## config.mk

```make
export PLATFORM = sky130hd
export DESIGN_NAME = servo_scurve_sweep_top
export DESIGN_NICKNAME = d
export VERILOG_FILES = /design/src/hw/rtl/sss_pkg.sv /design/src/hw/rtl/sss_div.sv /design/src/hw/rtl/sss_ctrl.sv /design/src/hw/rtl/sss_dpath.sv /design/src/hw/rtl/servo_scurve_sweep_top.sv
export SDC_FILE = /design/constraint.sdc
export NUM_CORES = 2
export LEC_CHECK = 0
export ABC_AREA = 1
export BUFFER_PORTS_ARGS = -buffer_cell sky130_fd_sc_hd__buf_2
export CAP_MARGIN = 40
export CORE_AREA = 2 2 295 297
export DETAILED_ROUTE_END_ITERATION = 10
export DIE_AREA = 0 0 297 299
export GPL_TIMING_DRIVEN = 0
export SYNTH_ARGS = -nofsm -noshare
export SYNTH_HDL_FRONTEND = slang
export SYNTH_SLANG_ARGS = --single-unit
export TNS_END_PERCENT = 30
```

## constraint.sdc

```tcl
create_clock -name clk -period 17.45 [get_ports clk]
set_input_delay 3.49 -clock clk [delete_from_list [all_inputs] [get_ports clk]]
set_output_delay 3.49 -clock clk [all_outputs]
set_load 0.01 [all_outputs]
```

## src/hw/rtl/sss_pkg.sv

```systemverilog
package sss_pkg;

  localparam int STEP_BITS_DEF = 16;

  localparam logic [11:0] PULSE_MIN    = 12'd500;
  localparam logic [11:0] PULSE_MAX    = 12'd2500;
  localparam logic [11:0] PULSE_CENTER = 12'd1500;
  localparam logic [7:0]  SAFE_MIN_DEG = 8'd5;
  localparam logic [7:0]  SAFE_MAX_DEG = 8'd175;
  localparam logic [7:0]  DEG_MAX      = 8'd180;
  localparam logic [15:0] Q15_ONE      = 16'd32768;
  localparam logic [15:0] Q15_HALF     = 16'd16384;
  localparam logic [15:0] DUR_MIN      = 16'd5;
  localparam logic [15:0] TICK_MIN     = 16'd2;

  localparam logic [1:0] MODE_START = 2'd0;
  localparam logic [1:0] MODE_TICK  = 2'd1;
  localparam logic [1:0] MODE_MOVE  = 2'd2;
  localparam logic [1:0] MODE_RSVD  = 2'd3;

  typedef struct packed {
    logic [1:0]  mode;
    logic [7:0]  origin_deg;
    logic [7:0]  end_deg;
    logic [15:0] sweep_ms;
    logic [15:0] tick_ms;
  } in_item_t;

  typedef struct packed {
    logic [11:0] pulse_us;
    logic [7:0]  angle_deg;
    logic        done_res;
  } out_item_t;

  typedef enum logic [4:0] {
    S_IDLE, S_DEC, S_CHECK, S_STEPS, S_STEPS_W, S_START,
    S_TDIV, S_TDIV_W, S_CAPT, S_M2, S_M3, S_M4, S_M5, S_POLY, S_ANG,
    S_PMAP, S_OUT
  } state_t;

  typedef enum logic [3:0] {
    OP_NONE, OP_LOAD, OP_DEC, OP_DIV_STEPS, OP_START,
    OP_DIV_T, OP_CAP_T, OP_M2, OP_M3, OP_M4, OP_M5, OP_POLY, OP_ANG,
    OP_PMAP, OP_EMIT
  } op_t;

  typedef struct packed {
    op_t op;
  } cmd_t;

  typedef struct packed {
    logic [1:0] mode;
    logic       div_done;
    logic       cur_eq;
    logic       out_busy;
  } stat_t;

endpackage

```

## src/hw/rtl/sss_div.sv

```systemverilog
module sss_div #(
  parameter int W = 32
) (
  input  logic         clk,
  input  logic         rst_n,
  input  logic         start,
  input  logic [W-1:0] num,
  input  logic [W-1:0] den,
  output logic [W-1:0] quo,
  output logic         done
);

  localparam int CW = $clog2(W);

  logic [W-1:0]  rem_r, quo_r, den_r;
  logic [CW-1:0] cnt_r;
  logic          busy_r, done_r;
  logic [W:0]    trial;
  logic          ge;

  // Restoring division, one quotient bit per cycle, MSB first.
  assign trial = {rem_r, quo_r[W-1]} - {1'b0, den_r};
  assign ge    = ~trial[W];

  always_ff @(posedge clk) begin
    if (!rst_n) begin
      busy_r <= 1'b0;
      done_r <= 1'b0;
      cnt_r  <= '0;
    end else begin
      done_r <= 1'b0;
      if (start) begin
        busy_r <= 1'b1;
        cnt_r  <= CW'(W - 1);
      end else if (busy_r) begin
        if (cnt_r == '0) begin
          busy_r <= 1'b0;
          done_r <= 1'b1;
        end else begin
          cnt_r <= cnt_r - 1'b1;
        end
      end
    end
  end

  always_ff @(posedge clk) begin
    if (start) begin
      rem_r <= '0;
      quo_r <= num;
      den_r <= den;
    end else if (busy_r) begin
      rem_r <= ge ? trial[W-1:0] : {rem_r[W-2:0], quo_r[W-1]};
      quo_r <= {quo_r[W-2:0], ge};
    end
  end

  assign quo  = quo_r;
  assign done = done_r;

endmodule

```

## src/hw/rtl/sss_ctrl.sv

```systemverilog
module sss_ctrl (
  input  logic          clk,
  input  logic          rst_n,
  input  logic          in_valid,
  output logic          in_ready,
  input  sss_pkg::stat_t stat,
  output sss_pkg::cmd_t  cmd
);

  sss_pkg::state_t state_r, state_nxt;

  always_ff @(posedge clk) begin
    if (!rst_n) begin
      state_r <= sss_pkg::S_IDLE;
    end else begin
      state_r <= state_nxt;
    end
  end

  always_comb begin
    state_nxt = state_r;
    unique case (state_r)
      sss_pkg::S_IDLE: begin
        if (in_valid) begin
          case (stat.mode)
            sss_pkg::MODE_START: state_nxt = sss_pkg::S_STEPS;
            sss_pkg::MODE_TICK:  state_nxt = sss_pkg::S_TDIV;
            sss_pkg::MODE_MOVE:  state_nxt = sss_pkg::S_DEC;
            default:             state_nxt = sss_pkg::S_IDLE;
          endcase
        end
      end
      sss_pkg::S_DEC:     state_nxt = sss_pkg::S_CHECK;
      sss_pkg::S_CHECK:   state_nxt = stat.cur_eq ? sss_pkg::S_IDLE : sss_pkg::S_STEPS;
      sss_pkg::S_STEPS:   state_nxt = sss_pkg::S_STEPS_W;
      sss_pkg::S_STEPS_W: if (stat.div_done) state_nxt = sss_pkg::S_START;
      sss_pkg::S_START:   state_nxt = sss_pkg::S_TDIV;
      sss_pkg::S_TDIV:    state_nxt = sss_pkg::S_TDIV_W;
      sss_pkg::S_TDIV_W:  if (stat.div_done) state_nxt = sss_pkg::S_CAPT;
      sss_pkg::S_CAPT:    state_nxt = sss_pkg::S_M2;
      sss_pkg::S_M2:      state_nxt = sss_pkg::S_M3;
      sss_pkg::S_M3:      state_nxt = sss_pkg::S_M4;
      sss_pkg::S_M4:      state_nxt = sss_pkg::S_M5;
      sss_pkg::S_M5:      state_nxt = sss_pkg::S_POLY;
      sss_pkg::S_POLY:    state_nxt = sss_pkg::S_ANG;
      sss_pkg::S_ANG:     state_nxt = sss_pkg::S_PMAP;
      sss_pkg::S_PMAP:    state_nxt = sss_pkg::S_OUT;
      sss_pkg::S_OUT:     if (!stat.out_busy) state_nxt = sss_pkg::S_IDLE;
      default:            state_nxt = sss_pkg::S_IDLE;
    endcase
  end

  always_comb begin
    cmd.op   = sss_pkg::OP_NONE;
    in_ready = 1'b0;
    unique case (state_r)
      sss_pkg::S_IDLE: begin
        in_ready = 1'b1;
        if (in_valid) cmd.op = sss_pkg::OP_LOAD;
      end
      sss_pkg::S_DEC:   cmd.op = sss_pkg::OP_DEC;
      sss_pkg::S_STEPS: cmd.op = sss_pkg::OP_DIV_STEPS;
      sss_pkg::S_START: cmd.op = sss_pkg::OP_START;
      sss_pkg::S_TDIV:  cmd.op = sss_pkg::OP_DIV_T;
      sss_pkg::S_CAPT:  cmd.op = sss_pkg::OP_CAP_T;
      sss_pkg::S_M2:    cmd.op = sss_pkg::OP_M2;
      sss_pkg::S_M3:    cmd.op = sss_pkg::OP_M3;
      sss_pkg::S_M4:    cmd.op = sss_pkg::OP_M4;
      sss_pkg::S_M5:    cmd.op = sss_pkg::OP_M5;
      sss_pkg::S_POLY:  cmd.op = sss_pkg::OP_POLY;
      sss_pkg::S_ANG:   cmd.op = sss_pkg::OP_ANG;
      sss_pkg::S_PMAP:  cmd.op = sss_pkg::OP_PMAP;
      sss_pkg::S_OUT:   if (!stat.out_busy) cmd.op = sss_pkg::OP_EMIT;
      default:          cmd.op = sss_pkg::OP_NONE;
    endcase
  end

endmodule

```

## src/hw/rtl/sss_dpath.sv

```systemverilog
module sss_dpath #(
  parameter int STEP_BITS = sss_pkg::STEP_BITS_DEF
) (
  input  logic               clk,
  input  logic               rst_n,
  input  sss_pkg::in_item_t  in_data,
  input  sss_pkg::cmd_t      cmd,
  output sss_pkg::stat_t     stat,
  output logic               out_valid,
  input  logic               out_ready,
  output sss_pkg::out_item_t out_data
);

  localparam int DW = STEP_BITS + 16;
  localparam logic [STEP_BITS-1:0] STEP_MAX = {STEP_BITS{1'b1}};

  // Reciprocal multiplies: floor(y * 94374 / 2^20) equals floor(y * 9 / 100) for y up to
  // 2000, and floor(d * 1456400 / 2^17) equals floor(d * 100 / 9) for d up to 175.
  localparam logic [27:0] DEC_RECIP  = 28'd94374;
  localparam logic [28:0] PMAP_RECIP = 29'd1456400;

  logic [7:0]           ed_r, from_r;
  logic [15:0]          dur_r, tick_r;
  logic [7:0]           sweep_start_r, sweep_end_r;
  logic [STEP_BITS-1:0] step_total_r, step_index_r;
  logic [11:0]          pulse_width_r, pulse_q_r;
  logic [15:0]          t_r, t2_r, t3_r, t4_r, t5_r, s_r;
  logic [7:0]           angle_r;
  logic                 done_r;
  logic                 out_valid_r;
  sss_pkg::out_item_t   out_r;

  logic          div_start, div_done;
  logic [DW-1:0] div_num, div_den, div_quo;

  sss_div #(.W(DW)) u_div (
    .clk   (clk),
    .rst_n (rst_n),
    .start (div_start),
    .num   (div_num),
    .den   (div_den),
    .quo   (div_quo),
    .done  (div_done)
  );

  // Clamped input angles.
  logic [7:0] sd_c, ed_c;
  assign sd_c = (in_data.origin_deg > sss_pkg::DEG_MAX) ? sss_pkg::DEG_MAX :
                in_data.origin_deg;
  assign ed_c = (in_data.end_deg > sss_pkg::DEG_MAX) ? sss_pkg::DEG_MAX : in_data.end_deg;

  // Sample index clamped to the step count.
  logic [STEP_BITS-1:0] n_eff, k_eff;
  assign n_eff = (step_total_r == '0) ? STEP_BITS'(1) : step_total_r;
  assign k_eff = (step_index_r > n_eff) ? n_eff : step_index_r;

  // Angle decoded from the held pulse.
  logic [11:0] us_c, dec_ofs;
  logic [27:0] dec_prod;
  assign us_c = (pulse_width_r < sss_pkg::PULSE_MIN) ? sss_pkg::PULSE_MIN :
                (pulse_width_r > sss_pkg::PULSE_MAX) ? sss_pkg::PULSE_MAX : pulse_width_r;
  assign dec_ofs  = us_c - sss_pkg::PULSE_MIN;
  assign dec_prod = 28'(dec_ofs) * DEC_RECIP;

  logic [15:0] dur_c, tick_c;
  assign dur_c  = (dur_r < sss_pkg::DUR_MIN) ? sss_pkg::DUR_MIN : dur_r;
  assign tick_c = (tick_r < sss_pkg::TICK_MIN) ? sss_pkg::TICK_MIN : tick_r;

  // Pulse mapping of the sample angle.
  logic [7:0]  deg_c;
  logic [28:0] p_prod;
  assign deg_c = (angle_r < sss_pkg::SAFE_MIN_DEG) ? sss_pkg::SAFE_MIN_DEG :
                 (angle_r > sss_pkg::SAFE_MAX_DEG) ? sss_pkg::SAFE_MAX_DEG : angle_r;
  assign p_prod = 29'(deg_c) * PMAP_RECIP;

  always_comb begin
    div_start = 1'b0;
    div_num   = '0;
    div_den   = '0;
    case (cmd.op)
      sss_pkg::OP_DIV_STEPS: begin
        div_start = 1'b1;
        div_num   = DW'(dur_c);
        div_den   = DW'(tick_c);
      end
      sss_pkg::OP_DIV_T: begin
        div_start = 1'b1;
        div_num   = DW'({k_eff, 15'd0});
        div_den   = DW'(step_total_r);
      end
      default: ;
    endcase
  end

  // Saturated step count.
  logic [STEP_BITS-1:0] steps;
  always_comb begin
    if (div_quo == '0) begin
      steps = STEP_BITS'(1);
    end else if (div_quo > DW'(STEP_MAX)) begin
      steps = STEP_MAX;
    end else begin
      steps = div_quo[STEP_BITS-1:0];
    end
  end

  // Shared Q15 multiplier with rounding.
  logic [15:0] mul_a, qm;
  logic [32:0] mul_sum;
  always_comb begin
    case (cmd.op)
      sss_pkg::OP_M3: mul_a = t2_r;
      sss_pkg::OP_M4: mul_a = t3_r;
      sss_pkg::OP_M5: mul_a = t4_r;
      default:        mul_a = t_r;
    endcase
  end
  assign mul_sum = 33'(mul_a * t_r) + 33'(sss_pkg::Q15_HALF);
  assign qm      = mul_sum[30:15];

  // Quintic smoothstep polynomial, clamped to 0..1.
  logic signed [21:0] poly;
  logic [15:0]        s_c;
  assign poly = $signed(22'(t5_r) * 22'd6) - $signed(22'(t4_r) * 22'd15)
              + $signed(22'(t3_r) * 22'd10);
  assign s_c  = (poly < 0) ? 16'd0 :
                (poly > $signed(22'(sss_pkg::Q15_ONE))) ? sss_pkg::Q15_ONE : poly[15:0];

  // Interpolated angle: start + round(diff * s).
  logic signed [8:0]  diff;
  logic signed [26:0] prod;
  logic signed [27:0] rsum;
  logic signed [12:0] a_full;
  logic [7:0]         a_c;
  assign diff   = $signed({1'b0, sweep_end_r}) - $signed({1'b0, sweep_start_r});
  assign prod   = 27'(diff) * $signed({11'd0, s_r});
  assign rsum   = 28'(prod) + $signed(28'(sss_pkg::Q15_HALF));
  assign a_full = $signed({5'd0, sweep_start_r}) + 13'(rsum >>> 15);
  assign a_c    = (a_full < 0) ? 8'd0 :
                  (a_full > $signed(13'(sss_pkg::DEG_MAX))) ? sss_pkg::DEG_MAX : a_full[7:0];

  always_ff @(posedge clk) begin
    if (!rst_n) begin
      sweep_start_r <= '0;
      sweep_end_r   <= '0;
      step_total_r  <= STEP_BITS'(1);
      step_index_r  <= '0;
      pulse_width_r <= sss_pkg::PULSE_CENTER;
      out_valid_r   <= 1'b0;
    end else begin
      if (cmd.op == sss_pkg::OP_EMIT) begin
        out_valid_r <= 1'b1;
      end else if (out_ready) begin
        out_valid_r <= 1'b0;
      end
      case (cmd.op)
        sss_pkg::OP_START: begin
          sweep_start_r <= from_r;
          sweep_end_r   <= ed_r;
          step_total_r  <= steps;
          step_index_r  <= '0;
        end
        sss_pkg::OP_ANG: begin
          step_index_r <= (k_eff < n_eff) ? k_eff + 1'b1 : n_eff;
        end
        sss_pkg::OP_EMIT: begin
          pulse_width_r <= pulse_q_r;
        end
        default: ;
      endcase
    end
  end

  always_ff @(posedge clk) begin
    case (cmd.op)
      sss_pkg::OP_LOAD: begin
        ed_r   <= ed_c;
        from_r <= sd_c;
        dur_r  <= in_data.sweep_ms;
        tick_r <= in_data.tick_ms;
      end
      sss_pkg::OP_DEC:   from_r <= dec_prod[27:20];
      sss_pkg::OP_CAP_T: t_r    <= div_quo[15:0];
      sss_pkg::OP_M2:    t2_r   <= qm;
      sss_pkg::OP_M3:    t3_r   <= qm;
      sss_pkg::OP_M4:    t4_r   <= qm;
      sss_pkg::OP_M5:    t5_r   <= qm;
      sss_pkg::OP_POLY:  s_r    <= s_c;
      sss_pkg::OP_ANG: begin
        angle_r <= a_c;
        done_r  <= (k_eff == n_eff);
      end
      sss_pkg::OP_PMAP:  pulse_q_r <= sss_pkg::PULSE_MIN + p_prod[28:17];
      sss_pkg::OP_EMIT: begin
        out_r.pulse_us  <= pulse_q_r;
        out_r.angle_deg <= angle_r;
        out_r.done_res  <= done_r;
      end
      default: ;
    endcase
  end

  assign stat.mode     = in_data.mode;
  assign stat.div_done = div_done;
  assign stat.cur_eq   = (from_r == ed_r);
  assign stat.out_busy = out_valid_r & ~out_ready;

  assign out_valid = out_valid_r;
  assign out_data  = out_r;

endmodule

```

## src/hw/rtl/servo_scurve_sweep_top.sv

```systemverilog
// Servo S-curve sweep generator. Each accepted item either starts a sweep (mode 0 from
// origin_deg, mode 2 from the angle held in the last pulse) or advances one tick (mode 1),
// and gives at most one sample: pulse width, clamped angle and a done flag on the last
// step. Mode 2 toward the angle it already holds, and mode 3, give no result. Items are
// handled one at a time. The step count and the sweep fraction go through one restoring
// divider of STEP_BITS+16 bits that yields one quotient bit per cycle; the pulse mapping
// and decoding use reciprocal multiplies. A result waiting in the output register does
// not block the next item from being accepted; that item's result waits until the one
// before it has been taken.
module servo_scurve_sweep_top #(
  parameter int STEP_BITS = sss_pkg::STEP_BITS_DEF
) (
  input  logic               clk,
  input  logic               rst_n,
  input  logic               in_valid,
  output logic               in_ready,
  input  sss_pkg::in_item_t  in_data,
  output logic               out_valid,
  input  logic               out_ready,
  output sss_pkg::out_item_t out_data
);

  sss_pkg::cmd_t  cmd;
  sss_pkg::stat_t stat;

  sss_ctrl u_ctrl (
    .clk      (clk),
    .rst_n    (rst_n),
    .in_valid (in_valid),
    .in_ready (in_ready),
    .stat     (stat),
    .cmd      (cmd)
  );

  sss_dpath #(.STEP_BITS(STEP_BITS)) u_dpath (
    .clk       (clk),
    .rst_n     (rst_n),
    .in_data   (in_data),
    .cmd       (cmd),
    .stat      (stat),
    .out_valid (out_valid),
    .out_ready (out_ready),
    .out_data  (out_data)
  );

  a_pulse_range: assert property (@(posedge clk) disable iff (!rst_n)
    out_valid |-> (out_data.pulse_us >= sss_pkg::PULSE_MIN &&
                   out_data.pulse_us <= sss_pkg::PULSE_MAX))
    else $error("pulse out of range");

  a_angle_range: assert property (@(posedge clk) disable iff (!rst_n)
    out_valid |-> (out_data.angle_deg <= sss_pkg::DEG_MAX))
    else $error("angle out of range");

  a_one_at_a_time: assert property (@(posedge clk) disable iff (!rst_n)
    (in_valid && in_ready && in_data.mode != sss_pkg::MODE_RSVD) |=> !in_ready)
    else $error("item accepted while busy");

  a_emit_slot: assert property (@(posedge clk) disable iff (!rst_n)
    (cmd.op == sss_pkg::OP_EMIT) |-> (!out_valid || out_ready))
    else $error("result overwrote a pending item");

endmodule

```

==> key figures <==
Route
  – DRC violations left: 0
  – Final ANT Viol Nets: 0
  – Vias per cell: 5.24
  – Routed WL per cell: 17.5 µm
  – Vias: 32,500
  – Iteration-0 DRC count of the detailed router: 2,379
  – DRT Pass-1 Iters: 6
  – Post-Route WL: 108 mm

Place
  – Area after DPL: about 42,000 µm²
  – Post-DP HPWL: around 90 mm
  – Port Buf Inserts: 76
  – Post-place setup slack: 8.19 ns
  – GPL Wtd Cong: 0.973

Die
  – Die footprint: 88,800 µm²
  – FP Rows: 108
  – Die extent in y: 299 µm
  – Die Width: 297 µm
  – Core area: 85,900 µm²
  – Starting density of the core: 0.465
  – I/O Pins: 77

Global route
  – First-pass GRT wire length: 174 mm
  – Vias in the first global route: 32,000
  – Gr ovfl total: 0
  – Initial antenna violation count: 0
  – Largest net degree at the start of global routing: 31
  – Gr usage total: 0.245

Setup path
  – CP endpoint kind: flip-flop
  – Critical Path RT: ~18 ns
  – Slowest-stage cell, CP: fa_1
  – Largest stage delay, worst path: 0.56 ns
  – Worst Path Buf+Inv: 7
  – CP delay by family, top: adder cells
  – Crit Path Class: reg -> reg
  – Crit path arrival time: 9.59 ns
  – Crit Path Max Fanout: 10
  – Crit start category: flip-flop

Synthesis
  – Share of the synthesized area in the top cell type: 0.204
  – Mapped Area: roughly 40,000 µm²
  – EDFF count, synth: approximately 230
  – Synthesis Warnings: 0
  – Top-count cell post-synth: inv_1
  – Seq/Total Area, Yosys: 0.229
  – Synth cell types: 63
  – Flops & latches, synth: approximately 340
  – Post-synth top flop: edfxtp_1
  – Largest cells by area after synthesis: fa_1 (20%), edfxtp_1 (18%), ha_1 (15%), inv_1 (9.1%), nand2_1 (8.9%)
  – Post-synth top cells: inv_1 (969), nand2_1 (947), ha_1 (489)
  – Fraction of registers with async set/reset: 0
  – Post-synthesis cell count: 4,880
  – Synth area leader: fa_1
  – Synth Area per Inst: 8.18 µm²

Timing
  – Slew Limit Headroom: 0.360
  – Endpoints failing hold: 0
  – Setup WS post-layout: 8.19 ns
  – Final setup viols: 0
  – Fin crit share: 0.531
  – RSZ-0062 raised after global routing: no
  – Fmax: between 100 and 150 MHz
  – Minimum clock period: 9.26 ns
  – Worst slew pin tran: 0.953 ns
  – Max Slew Vio Count: 0
  – Worst Skew: 0.0333 ns
  – TNS Setup: 0 ns

Clock network
  – TritonCTS clock tree: built
  – Max clock buf depth: 3
  – Gates resized, CTS repair: 0
  – Clock-pin slew on the worst setup and hold paths: ~0.060 ns
  – Total CTS buffers: 39
  – Clock H-tree levels: 2
  – Clock root cell: clkbuf_16
  – Setup Fix Bufs, Post-CTS: 0
  – Hold_buf cts: 0
  – Worst skew pair latency: 0.60 ns
  – TritonCTS Sinks: 339

Status
  – Status: finished clean

Final layout
  – Cell area after layout: 43,400 µm²
  – Antenna Cells: 0
  – P&R area growth vs syn: 8.55%
  – Share of layout cells above drive strength 1: 0.0485
  – NumNets Final: 5,968
  – Fillcell total: 8,557

Job
  – Max cap viols: 0

Worst hold path
  – Worst min path class: reg -> reg
[per-layer routing]
layer / wire length (µm) / part of all wire / global-route usage
met2: 49000 / 0.45 / 0.395
met1: 49600 / 0.46 / 0.344
met5: 0 / 0 / 0
met4: 3010 / 0.028 / 0.0703
met3: 6870 / 0.063 / 0.0372
[logic make-up (layout without fill, tap and decap cells)]
kind of cell               count (synthesis)  count (layout)  share of synthesized area
adders and majority gates                896             896                      0.357
other                                      2               7                   0.000188
AOI/OAI and AO/OA                        691             691                     0.0985
xor gates and xnor gates                 157             157                     0.0348
and+or+nand+nor                         1714            1714                      0.178
buffers and inverters                   1081            1245                      0.103
DFF                                      339             339                      0.229
[final cells by class]
type / instances / area (µm²) / area share
multi-input combinational: 3465 / 26700 / 0.617
sequential: 339 / 9130 / 0.211
inverter: 983 / 3690 / 0.0851
tap: 1155 / 1450 / 0.0333
clock buffer: 46 / 1010 / 0.0233
timing repair buffer: 92 / 564 / 0.0130
buffer: 98 / 417 / 0.00961
clock inverter: 26 / 357 / 0.00823
[layout by cell type, fill, tap and decap left out, types with 97 or more instances in the layout]
cell / Yosys / routed
dfxtp_1: 105 / 105
nand2_1: 947 / 947
ha_1: 489 / 489
o21ai_0: 202 / 202
a21oi_1: 296 / 296
nor2_1: 412 / 410
fa_1: 407 / 407
nand3_1: 166 / 166
buf_2: 14 / 97
edfxtp_1: 234 / 234
inv_1: 969 / 969
[per-stage QoR]
step,std cells,util,hold WS [ns]
final,6204,0.504,0.457
after global routing,6204,0.504,0.483
after CTS,6204,0.504,0.460
after detailed placement,6132,0.488,0.438
after global placement,6116,0.486,0.448
after floorplan,4885,-,0.400
[path summary, 6_finish.rpt]
check,from,end,slack (ns),cells after the start
worst max-delay path,u_dpath.sweep_start_r[1]$_SDFFE_PN0P_,u_dpath.angle_r[7]$_SDFFCE_PN0P_,8.19,40
worst max register to register,u_dpath.sweep_start_r[1]$_SDFFE_PN0P_,u_dpath.angle_r[7]$_SDFFCE_PN0P_,8.19,40
worst min register to register,u_dpath.pulse_q_r[10]$_DFFE_PN_,u_dpath.out_data[19]$_DFFE_PP_,0.46,0
worst min-delay path,u_dpath.pulse_q_r[10]$_DFFE_PN_,u_dpath.out_data[19]$_DFFE_PP_,0.46,0
Power is not shown: default switching activity piles up to over one toggle a cycle in this logic, so the estimate is an artifact.
